$ cat src/rtl/bic_pkg.sv
// Shared types and constants for the binarized im2col scatter block.
package bic_pkg;

  // Configuration port
  localparam int CFG_IDX_W  = 3;
  localparam int CFG_DATA_W = 21;

  localparam logic [CFG_IDX_W-1:0] CFG_IMAGE_HEIGHT    = 3'd0;
  localparam logic [CFG_IDX_W-1:0] CFG_IMAGE_WIDTH     = 3'd1;
  localparam logic [CFG_IDX_W-1:0] CFG_CHANNEL_COUNT   = 3'd2;
  localparam logic [CFG_IDX_W-1:0] CFG_ROW_STRIDE_BITS = 3'd3;
  localparam logic [CFG_IDX_W-1:0] CFG_KERNEL_SIZE     = 3'd4;
  localparam logic [CFG_IDX_W-1:0] CFG_STRIDE_STEP     = 3'd5;
  localparam logic [CFG_IDX_W-1:0] CFG_PAD_AMOUNT      = 3'd6;

  // Only this geometry produces results
  localparam logic [2:0] KERNEL_SUPPORTED = 3'd3;
  localparam logic [2:0] STRIDE_SUPPORTED = 3'd1;
  localparam logic [1:0] PAD_SUPPORTED    = 2'd1;

  localparam logic [20:0] STRIDE_LIMIT = 21'd1048576;

  // Float32 +Inf; anything above with sign clear is NaN
  localparam logic [31:0] POS_INF_BITS = 32'h7F80_0000;

  localparam int IDX_W = 34;
  localparam int TAPS  = 9;

  // Job queue between front and back
  localparam int QDEPTH = 4;
  localparam int QPTR_W = $clog2(QDEPTH);
  localparam int QCNT_W = QPTR_W + 1;

  // Saturated, decoded configuration
  typedef struct packed {
    logic [10:0] height;
    logic [10:0] width;
    logic [10:0] chans;
    logic [20:0] stride;
    logic        ok;
  } geom_t;

  // One classified pixel: index of tap (0,0) and the set of live taps
  typedef struct packed {
    logic [IDX_W-1:0] base;
    logic [TAPS-1:0]  taps;
  } job_t;

endpackage

$ cat src/rtl/binary_im2col_scatter_top.sv
// Top level of the binarized im2col scatter: config registers, front, queue, back.
//
//  channel  | direction | handshake                 | payload
//  ---------+-----------+---------------------------+-----------------------------------
//  pixel in | in        | push / full               | channel, pixel_row, pixel_col, pixel_bits
//  index out| out       | pop / empty               | bit_index, last
//  config   | in        | cfg_valid / cfg_ready     | cfg_index, cfg_data
//
// One bit index per cycle while pop is held and jobs are queued; a pixel with n
// live taps (1 to 9) gives n bit indices, so a fully interior pixel gives 9. The output
// register and the back-end tap walk set this rate. A pixel's first index passes stage A,
// stage B, queue, job reg and output reg. Pixels that feed nothing are dropped at the input.
// Reset is synchronous; it empties the pipe and queue and restores register defaults.
// full rises when the 4-entry job queue plus jobs in flight could not take another pixel.
module binary_im2col_scatter_top #(
  parameter int MAX_DIM      = 1024,
  parameter int MAX_CHANNELS = 1024
) (
  input  logic                             clk,
  input  logic                             rst,
  input  logic                             push,
  output logic                             full,
  input  logic [9:0]                       channel,
  input  logic [9:0]                       pixel_row,
  input  logic [9:0]                       pixel_col,
  input  logic [31:0]                      pixel_bits,
  output logic                             empty,
  input  logic                             pop,
  output logic [bic_pkg::IDX_W-1:0]        bit_index,
  output logic                             last,
  input  logic                             cfg_valid,
  output logic                             cfg_ready,
  input  logic [bic_pkg::CFG_IDX_W-1:0]    cfg_index,
  input  logic [bic_pkg::CFG_DATA_W-1:0]   cfg_data
);
  import bic_pkg::*;

  logic [10:0] image_height;
  logic [10:0] image_width;
  logic [10:0] channel_count;
  logic [20:0] row_stride_bits;
  logic [2:0]  kernel_size;
  logic [2:0]  stride_step;
  logic [1:0]  pad_amount;

  geom_t              geom;
  logic               q_push;
  job_t               q_wdata;
  job_t               q_rdata;
  logic               q_pop;
  logic               q_empty;
  logic [QCNT_W-1:0]  q_count;

  assign cfg_ready = 1'b1;

  // Register file
  always_ff @(posedge clk) begin
    if (rst) begin
      image_height    <= 11'd32;
      image_width     <= 11'd32;
      channel_count   <= 11'd1;
      row_stride_bits <= 21'd1024;
      kernel_size     <= 3'd3;
      stride_step     <= 3'd1;
      pad_amount      <= 2'd1;
    end else if (cfg_valid && cfg_ready) begin
      unique case (cfg_index)
        CFG_IMAGE_HEIGHT:    image_height    <= cfg_data[10:0];
        CFG_IMAGE_WIDTH:     image_width     <= cfg_data[10:0];
        CFG_CHANNEL_COUNT:   channel_count   <= cfg_data[10:0];
        CFG_ROW_STRIDE_BITS: row_stride_bits <= cfg_data[20:0];
        CFG_KERNEL_SIZE:     kernel_size     <= cfg_data[2:0];
        CFG_STRIDE_STEP:     stride_step     <= cfg_data[2:0];
        CFG_PAD_AMOUNT:      pad_amount      <= cfg_data[1:0];
        default: ;
      endcase
    end
  end

  // Saturated geometry
  always_comb begin
    geom.height = ({2'b0, image_height} > 13'(MAX_DIM)) ? 11'(MAX_DIM) : image_height;
    geom.width  = ({2'b0, image_width} > 13'(MAX_DIM)) ? 11'(MAX_DIM) : image_width;
    geom.chans  = ({2'b0, channel_count} > 13'(MAX_CHANNELS)) ?
                  11'(MAX_CHANNELS) : channel_count;
    geom.stride = (row_stride_bits > STRIDE_LIMIT) ? STRIDE_LIMIT : row_stride_bits;
    geom.ok     = (kernel_size == KERNEL_SUPPORTED) && (stride_step == STRIDE_SUPPORTED) &&
                  (pad_amount == PAD_SUPPORTED);
  end

  bic_front u_front (
    .clk        (clk),
    .rst        (rst),
    .push       (push),
    .full       (full),
    .channel    (channel),
    .pixel_row  (pixel_row),
    .pixel_col  (pixel_col),
    .pixel_bits (pixel_bits),
    .geom       (geom),
    .q_count    (q_count),
    .q_push     (q_push),
    .q_data     (q_wdata)
  );

  bic_fifo u_fifo (
    .clk   (clk),
    .rst   (rst),
    .push  (q_push),
    .wdata (q_wdata),
    .pop   (q_pop),
    .rdata (q_rdata),
    .empty (q_empty),
    .count (q_count)
  );

  bic_back u_back (
    .clk       (clk),
    .rst       (rst),
    .geom      (geom),
    .q_data    (q_rdata),
    .q_empty   (q_empty),
    .q_pop     (q_pop),
    .empty     (empty),
    .pop       (pop),
    .bit_index (bit_index),
    .last      (last)
  );

endmodule

$ cat src/rtl/bic_front.sv
// Front end: accepts pixels, drops non-contributing ones, builds jobs.
module bic_front (
  input  logic               clk,
  input  logic               rst,
  input  logic               push,
  output logic               full,
  input  logic [9:0]         channel,
  input  logic [9:0]         pixel_row,
  input  logic [9:0]         pixel_col,
  input  logic [31:0]        pixel_bits,
  input  bic_pkg::geom_t     geom,
  input  logic [bic_pkg::QCNT_W-1:0] q_count,
  output logic               q_push,
  output bic_pkg::job_t      q_data
);
  import bic_pkg::*;

  logic              accept;
  logic              keep;
  logic              positive;
  logic [2:0]        row_ok;
  logic [2:0]        col_ok;
  logic [TAPS-1:0]   mask;
  logic [13:0]       ch9;
  logic [34:0]       prod_s_full;
  logic [10:0]       r1;
  logic [10:0]       c1;
  logic [21:0]       prod_w_full;
  logic [QCNT_W:0]   in_flight;

  // Stage A: products
  logic              a_v;
  logic [IDX_W-1:0]  a_prod_s;
  logic [21:0]       a_prod_w;
  logic [10:0]       a_c1;
  logic [TAPS-1:0]   a_mask;

  // Stage B: job ready for the queue
  logic              b_v;
  job_t              b_job;

  // Credit check: queue entries plus jobs still in the pipe
  assign in_flight = {1'b0, q_count} + (QCNT_W+1)'(a_v) + (QCNT_W+1)'(b_v);
  assign full      = in_flight >= (QCNT_W+1)'(QDEPTH);
  assign accept    = push && !full;

  // Classification
  assign positive = (pixel_bits != 32'd0) && (pixel_bits <= POS_INF_BITS);
  assign keep = geom.ok && positive &&
                ({1'b0, channel} < geom.chans) &&
                ({1'b0, pixel_row} < geom.height) &&
                ({1'b0, pixel_col} < geom.width);

  assign r1 = {1'b0, pixel_row} + 11'd1;
  assign c1 = {1'b0, pixel_col} + 11'd1;

  // Kernel row kr lands on output row r+1-kr
  assign row_ok[0] = r1 < geom.height;
  assign row_ok[1] = 1'b1;
  assign row_ok[2] = pixel_row != 10'd0;
  assign col_ok[0] = c1 < geom.width;
  assign col_ok[1] = 1'b1;
  assign col_ok[2] = pixel_col != 10'd0;

  always_comb begin
    for (int kr = 0; kr < 3; kr++) begin
      for (int kc = 0; kc < 3; kc++) begin
        mask[kr*3 + kc] = row_ok[kr] && col_ok[kc];
      end
    end
  end

  // channel*9 by shift and add
  assign ch9         = {1'b0, channel, 3'b000} + {4'b0, channel};
  assign prod_s_full = ch9 * geom.stride;
  assign prod_w_full = r1 * geom.width;

  // Valid flags
  always_ff @(posedge clk) begin
    if (rst) begin
      a_v <= 1'b0;
      b_v <= 1'b0;
    end else begin
      a_v <= accept && keep;
      b_v <= a_v;
    end
  end

  // Payload pipeline
  always_ff @(posedge clk) begin
    a_prod_s   <= prod_s_full[IDX_W-1:0];
    a_prod_w   <= prod_w_full;
    a_c1       <= c1;
    a_mask     <= mask;
    b_job.base <= a_prod_s + IDX_W'(a_prod_w) + IDX_W'(a_c1);
    b_job.taps <= a_mask;
  end

  assign q_push = b_v;
  assign q_data = b_job;

endmodule

$ cat src/rtl/bic_fifo.sv
// Short job queue between front and back ends.
module bic_fifo (
  input  logic                        clk,
  input  logic                        rst,
  input  logic                        push,
  input  bic_pkg::job_t               wdata,
  input  logic                        pop,
  output bic_pkg::job_t               rdata,
  output logic                        empty,
  output logic [bic_pkg::QCNT_W-1:0]  count
);
  import bic_pkg::*;

  job_t              mem [QDEPTH];
  logic [QPTR_W-1:0] wr_ptr;
  logic [QPTR_W-1:0] rd_ptr;

  assign empty = count == '0;
  assign rdata = mem[rd_ptr];

  // Pointers and fill count
  always_ff @(posedge clk) begin
    if (rst) begin
      wr_ptr <= '0;
      rd_ptr <= '0;
      count  <= '0;
    end else begin
      if (push) wr_ptr <= wr_ptr + QPTR_W'(1);
      if (pop)  rd_ptr <= rd_ptr + QPTR_W'(1);
      count <= count + QCNT_W'(push) - QCNT_W'(pop);
    end
  end

  // Storage
  always_ff @(posedge clk) begin
    if (push) mem[wr_ptr] <= wdata;
  end

  a_no_overflow: assert property (@(posedge clk) disable iff (rst)
    push && !pop |-> count != QCNT_W'(QDEPTH))
    else $error("job queue overflow");

  a_no_underflow: assert property (@(posedge clk) disable iff (rst)
    pop |-> count != '0)
    else $error("job queue underflow");

  a_count_bound: assert property (@(posedge clk) disable iff (rst)
    count <= QCNT_W'(QDEPTH))
    else $error("job queue count out of range");

endmodule

$ cat src/rtl/bic_back.sv
// Back end: walks the live taps of a job, one bit index per transfer.
module bic_back (
  input  logic                   clk,
  input  logic                   rst,
  input  bic_pkg::geom_t         geom,
  input  bic_pkg::job_t          q_data,
  input  logic                   q_empty,
  output logic                   q_pop,
  output logic                   empty,
  input  logic                   pop,
  output logic [bic_pkg::IDX_W-1:0] bit_index,
  output logic                   last
);
  import bic_pkg::*;

  logic              job_v;
  job_t              job;
  logic              o_v;
  logic [IDX_W-1:0]  o_idx;
  logic              o_last;

  logic              adv;
  logic              emit;
  logic              need_load;
  logic [TAPS-1:0]   pick;
  logic [TAPS-1:0]   rest;
  logic [22:0]       s3;
  logic [IDX_W-1:0]  step_r;
  logic [IDX_W-1:0]  step_c;
  logic [IDX_W-1:0]  row_term;
  logic [IDX_W-1:0]  col_term;
  logic [IDX_W-1:0]  idx;

  // Lowest live tap goes out first (ascending kr, then kc)
  assign pick = job.taps & (~job.taps + TAPS'(1));
  assign rest = job.taps & ~pick;

  // Per-tap offsets: +1 kernel row is 3S-W, +1 kernel col is S-1
  assign s3     = {1'b0, geom.stride, 1'b0} + {2'b0, geom.stride};
  assign step_r = IDX_W'(s3) - IDX_W'(geom.width);
  assign step_c = IDX_W'(geom.stride) - IDX_W'(1);

  always_comb begin
    row_term = '0;
    col_term = '0;
    if (pick[5:3] != 3'b000) row_term = step_r;
    if (pick[8:6] != 3'b000) row_term = {step_r[IDX_W-2:0], 1'b0};
    if (pick[1] || pick[4] || pick[7]) col_term = step_c;
    if (pick[2] || pick[5] || pick[8]) col_term = {step_c[IDX_W-2:0], 1'b0};
  end

  assign idx = job.base + row_term + col_term;

  // Handshake with output register and job queue
  assign adv       = !o_v || pop;
  assign emit      = adv && job_v;
  assign need_load = !job_v || (emit && rest == '0);
  assign q_pop     = need_load && !q_empty;

  // Control
  always_ff @(posedge clk) begin
    if (rst) begin
      job_v <= 1'b0;
      o_v   <= 1'b0;
    end else begin
      if (need_load) job_v <= !q_empty;
      if (emit) o_v <= 1'b1;
      else if (pop) o_v <= 1'b0;
    end
  end

  // Payload
  always_ff @(posedge clk) begin
    if (need_load) job <= q_data;
    else if (emit) job.taps <= rest;
    if (emit) begin
      o_idx  <= idx;
      o_last <= rest == '0;
    end
  end

  assign empty     = !o_v;
  assign bit_index = o_idx;
  assign last      = o_last;

  a_job_has_taps: assert property (@(posedge clk) disable iff (rst)
    job_v |-> job.taps != '0)
    else $error("active job with no live taps");

  a_emit_fills_out: assert property (@(posedge clk) disable iff (rst)
    emit |=> o_v)
    else $error("emitted index not held in output register");

endmodule
$ cat config.mk
export PLATFORM = sky130hd
export DESIGN_NAME = binary_im2col_scatter_top
export DESIGN_NICKNAME = d
export VERILOG_FILES = /design/src/rtl/bic_pkg.sv /design/src/rtl/binary_im2col_scatter_top.sv /design/src/rtl/bic_front.sv /design/src/rtl/bic_fifo.sv /design/src/rtl/bic_back.sv
export SDC_FILE = /design/constraint.sdc
export NUM_CORES = 2
export LEC_CHECK = 0
export BUFFER_PORTS_ARGS = -buffer_cell sky130_fd_sc_hd__buf_2
export CAP_MARGIN = 10
export CELL_PAD_IN_SITES_DETAIL_PLACEMENT = 1
export CELL_PAD_IN_SITES_GLOBAL_PLACEMENT = 2
export CORE_ASPECT_RATIO = 0.6
export CORE_MARGIN = 1
export CORE_UTILIZATION = 38
export DETAILED_ROUTE_END_ITERATION = 12
export GPL_ROUTABILITY_DRIVEN = 1
export GPL_TIMING_DRIVEN = 0
export MAX_ROUTING_LAYER = met4
export PLACE_DENSITY = 0.86
export SLEW_MARGIN = 20
export SYNTH_ARGS = -nofsm -noshare
export SYNTH_HDL_FRONTEND = slang
export SYNTH_SLANG_ARGS = --single-unit
$ cat constraint.sdc
create_clock -name clk -period 10.3 [get_ports clk]
set_input_delay 2.575 -clock clk [delete_from_list [all_inputs] [get_ports clk]]
set_output_delay 2.575 -clock clk [all_outputs]
set_load 0.1 [all_outputs]
==> run_results.csv <==
group,metric,value,unit
status,status,"complete, no violations",
critical_path,startpoint_type,"primary input",
yosys,synth_top_area_cell,"edfxtp_1",
yosys,syn_area,35190,sq um
die,core-area,91790,sq um
die,initial_utilization,38.34,%
detailed_routing,routed-wl-met3,9.797,mm
critical_path,cpMaxStageDelayCell,"fa_2",
power_and_ir_drop,p_int,4.743,mW
critical_path,cp.required,10.75,ns
timing,max-slew-margin-rel,26.64,%
clock_network,cts_hold_buf,0,
clock_network,clk_path_buf_depth,3,
yosys,synthesis.nets,4243,
yosys,synth_area_leaders,"edfxtp_1, fa_1, ha_1",
critical_path,cp-end-kind,"flop",
global_route,grt_pass1_vias,27270,
timing,fmax,98.79,MHz
die,die_y,237.7,um
power_and_ir_drop,pwr-share-clk,18.9,%
critical_path,path_delay_family,"adder cells",
clock_network,clkSinkCount,438,
clock_network,cts_tree,"built",
yosys,async_reset_ff_share,0,%
yosys,synth_top_area_share,20.99,%
critical_path,cpMostUsedCell,"fa_1",
placement,place_inst,4828,
global_route,grt_max_degree,44,
critical_path,critical_path_class,"primary input to flop",
detailed_routing,routed_wl,109.6,mm
global_route,grt.overflow.total,0,
timing,skew,0.04194,ns
die,dieArea,93880,sq um
critical_path,cp.arrival,10.57,ns
yosys,yosysMostFrequentCell,"inv_1",
clock_network,htree_levels,2,
placement,dpl.hpwl,90.08,mm
detailed_routing,top_layer,"met4",
detailed_routing,drc,0,
global_route,grt_pass1_wl,168.9,mm
critical_path,crit_path_max_incr_delay,0.60,ns
placement,gp_congestion,0.9301,
yosys,netlist_top_cells_count,"inv_1, nand2_1, fa_1",
detailed_routing,ant_nets,0,
die,io_pins,129,
clock_network,clk_pin_slew,0.06,ns
die,rows,86,
power_and_ir_drop,p_switching,3.649,mW
power_and_ir_drop,sw_frac_of_total,43.49,%
hold_path,hold_class,"flop to flop",
detailed_routing,dr_wl_met2,43.15,mm
placement,portBuffers,127,
finish,syn2layout_area_growth,11.56,%
yosys,yosys_register_bits,438,
yosys,synth_edf_count,246,
critical_path,cp_max_fo,7,
power_and_ir_drop,comb_power_share,50.9,%
critical_path,cp_num_buf_inv,7,
clock_network,clockRootBuffer,"clkbuf_16",
timing,tightest_slew,1.092,ns
detailed_routing,firstDrtPassIters,5,
yosys,synth_warnings,0,
finish,drive_gt1_share,8.973,%
timing,hold_viol,0,
yosys,synth_cells,3463,
yosys,synth.avg_cell_area,10.16,sq um
detailed_routing,drt_iter0_drc,2026,
yosys,ys_types,80,
finish,stdcell_count,4922,
power_and_ir_drop,p_leak,17.19,nW
timing,fin_crit_sh,98.28,%
detailed_routing,met1_length,54.51,mm
timing,finalMaxSlewViolations,0,
clock_network,worstSkewPairLatency,0.62,ns
global_route,grt_usage,24.46,%
yosys,synth_ff_type,"edfxtp_1",
global_route,antenna_found_initial,4,
detailed_routing,vias_per_cell,5.247,
power_and_ir_drop,power.density,213.8,nW/um^2
power_and_ir_drop,p_seq_share,30.2,%
detailed_routing,wl_per_cell,22.27,um
finish,fillers,10270,
detailed_routing,via_count,25830,
finish,nets,4432,
timing,fin_crit,10.12,ns
clock_network,cts_buffers,45,
timing,setup_viol,0,
flow_run,cap_violations,0,
yosys,seq_area_frac_synth,31.91,%
power_and_ir_drop,ir_drop,0.1777,mV
die,die_w,394.9,um
power_and_ir_drop,total_power,8.392,mW
worst paths after layout:
path                           to  slack [ns]  cells after the start          startpoint
max          u_front.a_prod_s[33]        0.18                     33          channel[0]
min             u_front.q_data[8]        0.33                      0   u_front.a_mask[8]
max reg2reg  u_front.a_prod_s[33]        0.87                     30  row_stride_bits[2]
min reg2reg     u_front.q_data[8]        0.33                      0   u_front.a_mask[8]
cells by family (layout without fill, tap and decap cells):
logic type	Yosys count	after routing	synth area share [%]
other	1	2	0.01066
buffers and inverters	605	831	6.478
adder cells (fa/ha/maj)	691	691	32.30
XOR/XNOR	169	169	4.206
AO/OA/AOI/OAI	498	498	9.119
multiplexers	49	49	2.894
flip-flops	438	438	31.91
AND/OR/NAND/NOR	1012	1012	13.09
per-stage QoR:
step	TNS [ns]	utilization [%]	cell area, sq um	hold slack, ns	setup WS [ns]
6_report	0	42.78	39260	0.3303	0.1772
5_1_grt	-0.05627	42.78	39260	0.3463	-0.03938
4_1_cts	0	42.53	39040	0.3298	0.003691
3_5_place_dp	-14.28	40.85	37500	0.3158	-1.771
3_3_place_gp	-13.96	40.72	37370	0.3121	-1.728
2_1_floorplan	0	-	35190	0.3096	0.3871
flip-flops by register name, summed over array words and instances (netlist names), 3 cells and up, named ones only:
register / flops
u_fifo.count: 3
u_front.a_mask: 8
u_front.a_prod_s: 34
stride_step: 3
u_front.a_prod_w: 22
u_front.a_c1: 11
channel_count: 11
image_width: 11
u_fifo.mem: 168
u_front.q_data: 42
kernel_size: 3
row_stride_bits: 21
u_back.job: 43
u_back.bit_index: 34
image_height: 11
worst register-to-register path, delay by kind of cell (launching register included):
kind / cells / cell delay [ns]
fa+ha+maj: 7 / 3.37
simple gates: 7 / 2.36
compound gates: 8 / 1.83
buf+inv: 8 / 1.32
flops: 1 / 0.42
metal layers:
metal	up-vias	track usage, %
met5	-	-
met4	0	4.851
met3	106	6.231
met2	762	33.20
met1	13080	36.33
li1	11880	-
layout by cell type, fill, tap and decap left out, types with 9 or more instances in the layout:
cell type  netlist  layout
ha_1           326     320
mux4_2          42      42
o21a_1          32      32
a21o_1          53      53
buf_2            4     131
nor2b_1         38      37
nand3b_1         9       9
o211ai_1        13      13
o21ai_0         75      74
xor2_1          42      39
o31ai_1         10      10
nor3_1          36      35
and3_1          28      28
o22ai_1         21      21
inv_1          488     488
nor4_1          20      16
buf_4            1      13
or3_1           20      20
edfxtp_1       246     246
clkbuf_1        93      92
nor2_1         228     227
o21bai_1        11      10
nand3_1         35      35
nand4_1         18      18
clkbuf_16        0      45
clkinv_2         0       9
a211o_1         11      11
and2_1          72      68
fa_1           363     360
a22o_1          11      11
a21oi_1        178     170
nand2_1        450     449
dfxtp_1        192     192
xnor2_1        127     123
nand2b_1        30      30
a211oi_1        16      16
clkinv_1        12      18
what timing repair did:
item | 4_1_cts | 5_1_grt
resized for setup | 26 | 33
setup endpoints to repair | 9 | 10
buffers inserted | 2 | 10
pin swaps | 1 | 9
hold endpoints to repair | 0 | 0
power groups by stage:
stage	sequential, mW	combinational, mW	clock, mW
after global routing	2.57	4.70	1.69
after floorplan	3.04	2.62	0
final	2.54	4.27	1.59
after global placement	2.57	4.08	0
after detailed placement	2.58	4.19	0
after CTS	2.54	4.24	1.62
final cells by class:
class	count	area [sq um]	share of cell area, %
sequential	438	11230	28.60
multi-input combinational	2420	21930	55.86
clock inverter	27	200.2	0.5099
timing repair buffer	145	830.8	2.116
inverter	500	1877	4.780
tap	1232	1541	3.926
antenna	1	2.502	0.006373
clock buffer	57	1221	3.110
buffer	102	426.7	1.087
No activity file was read; power rests on OpenSTA's default activity.
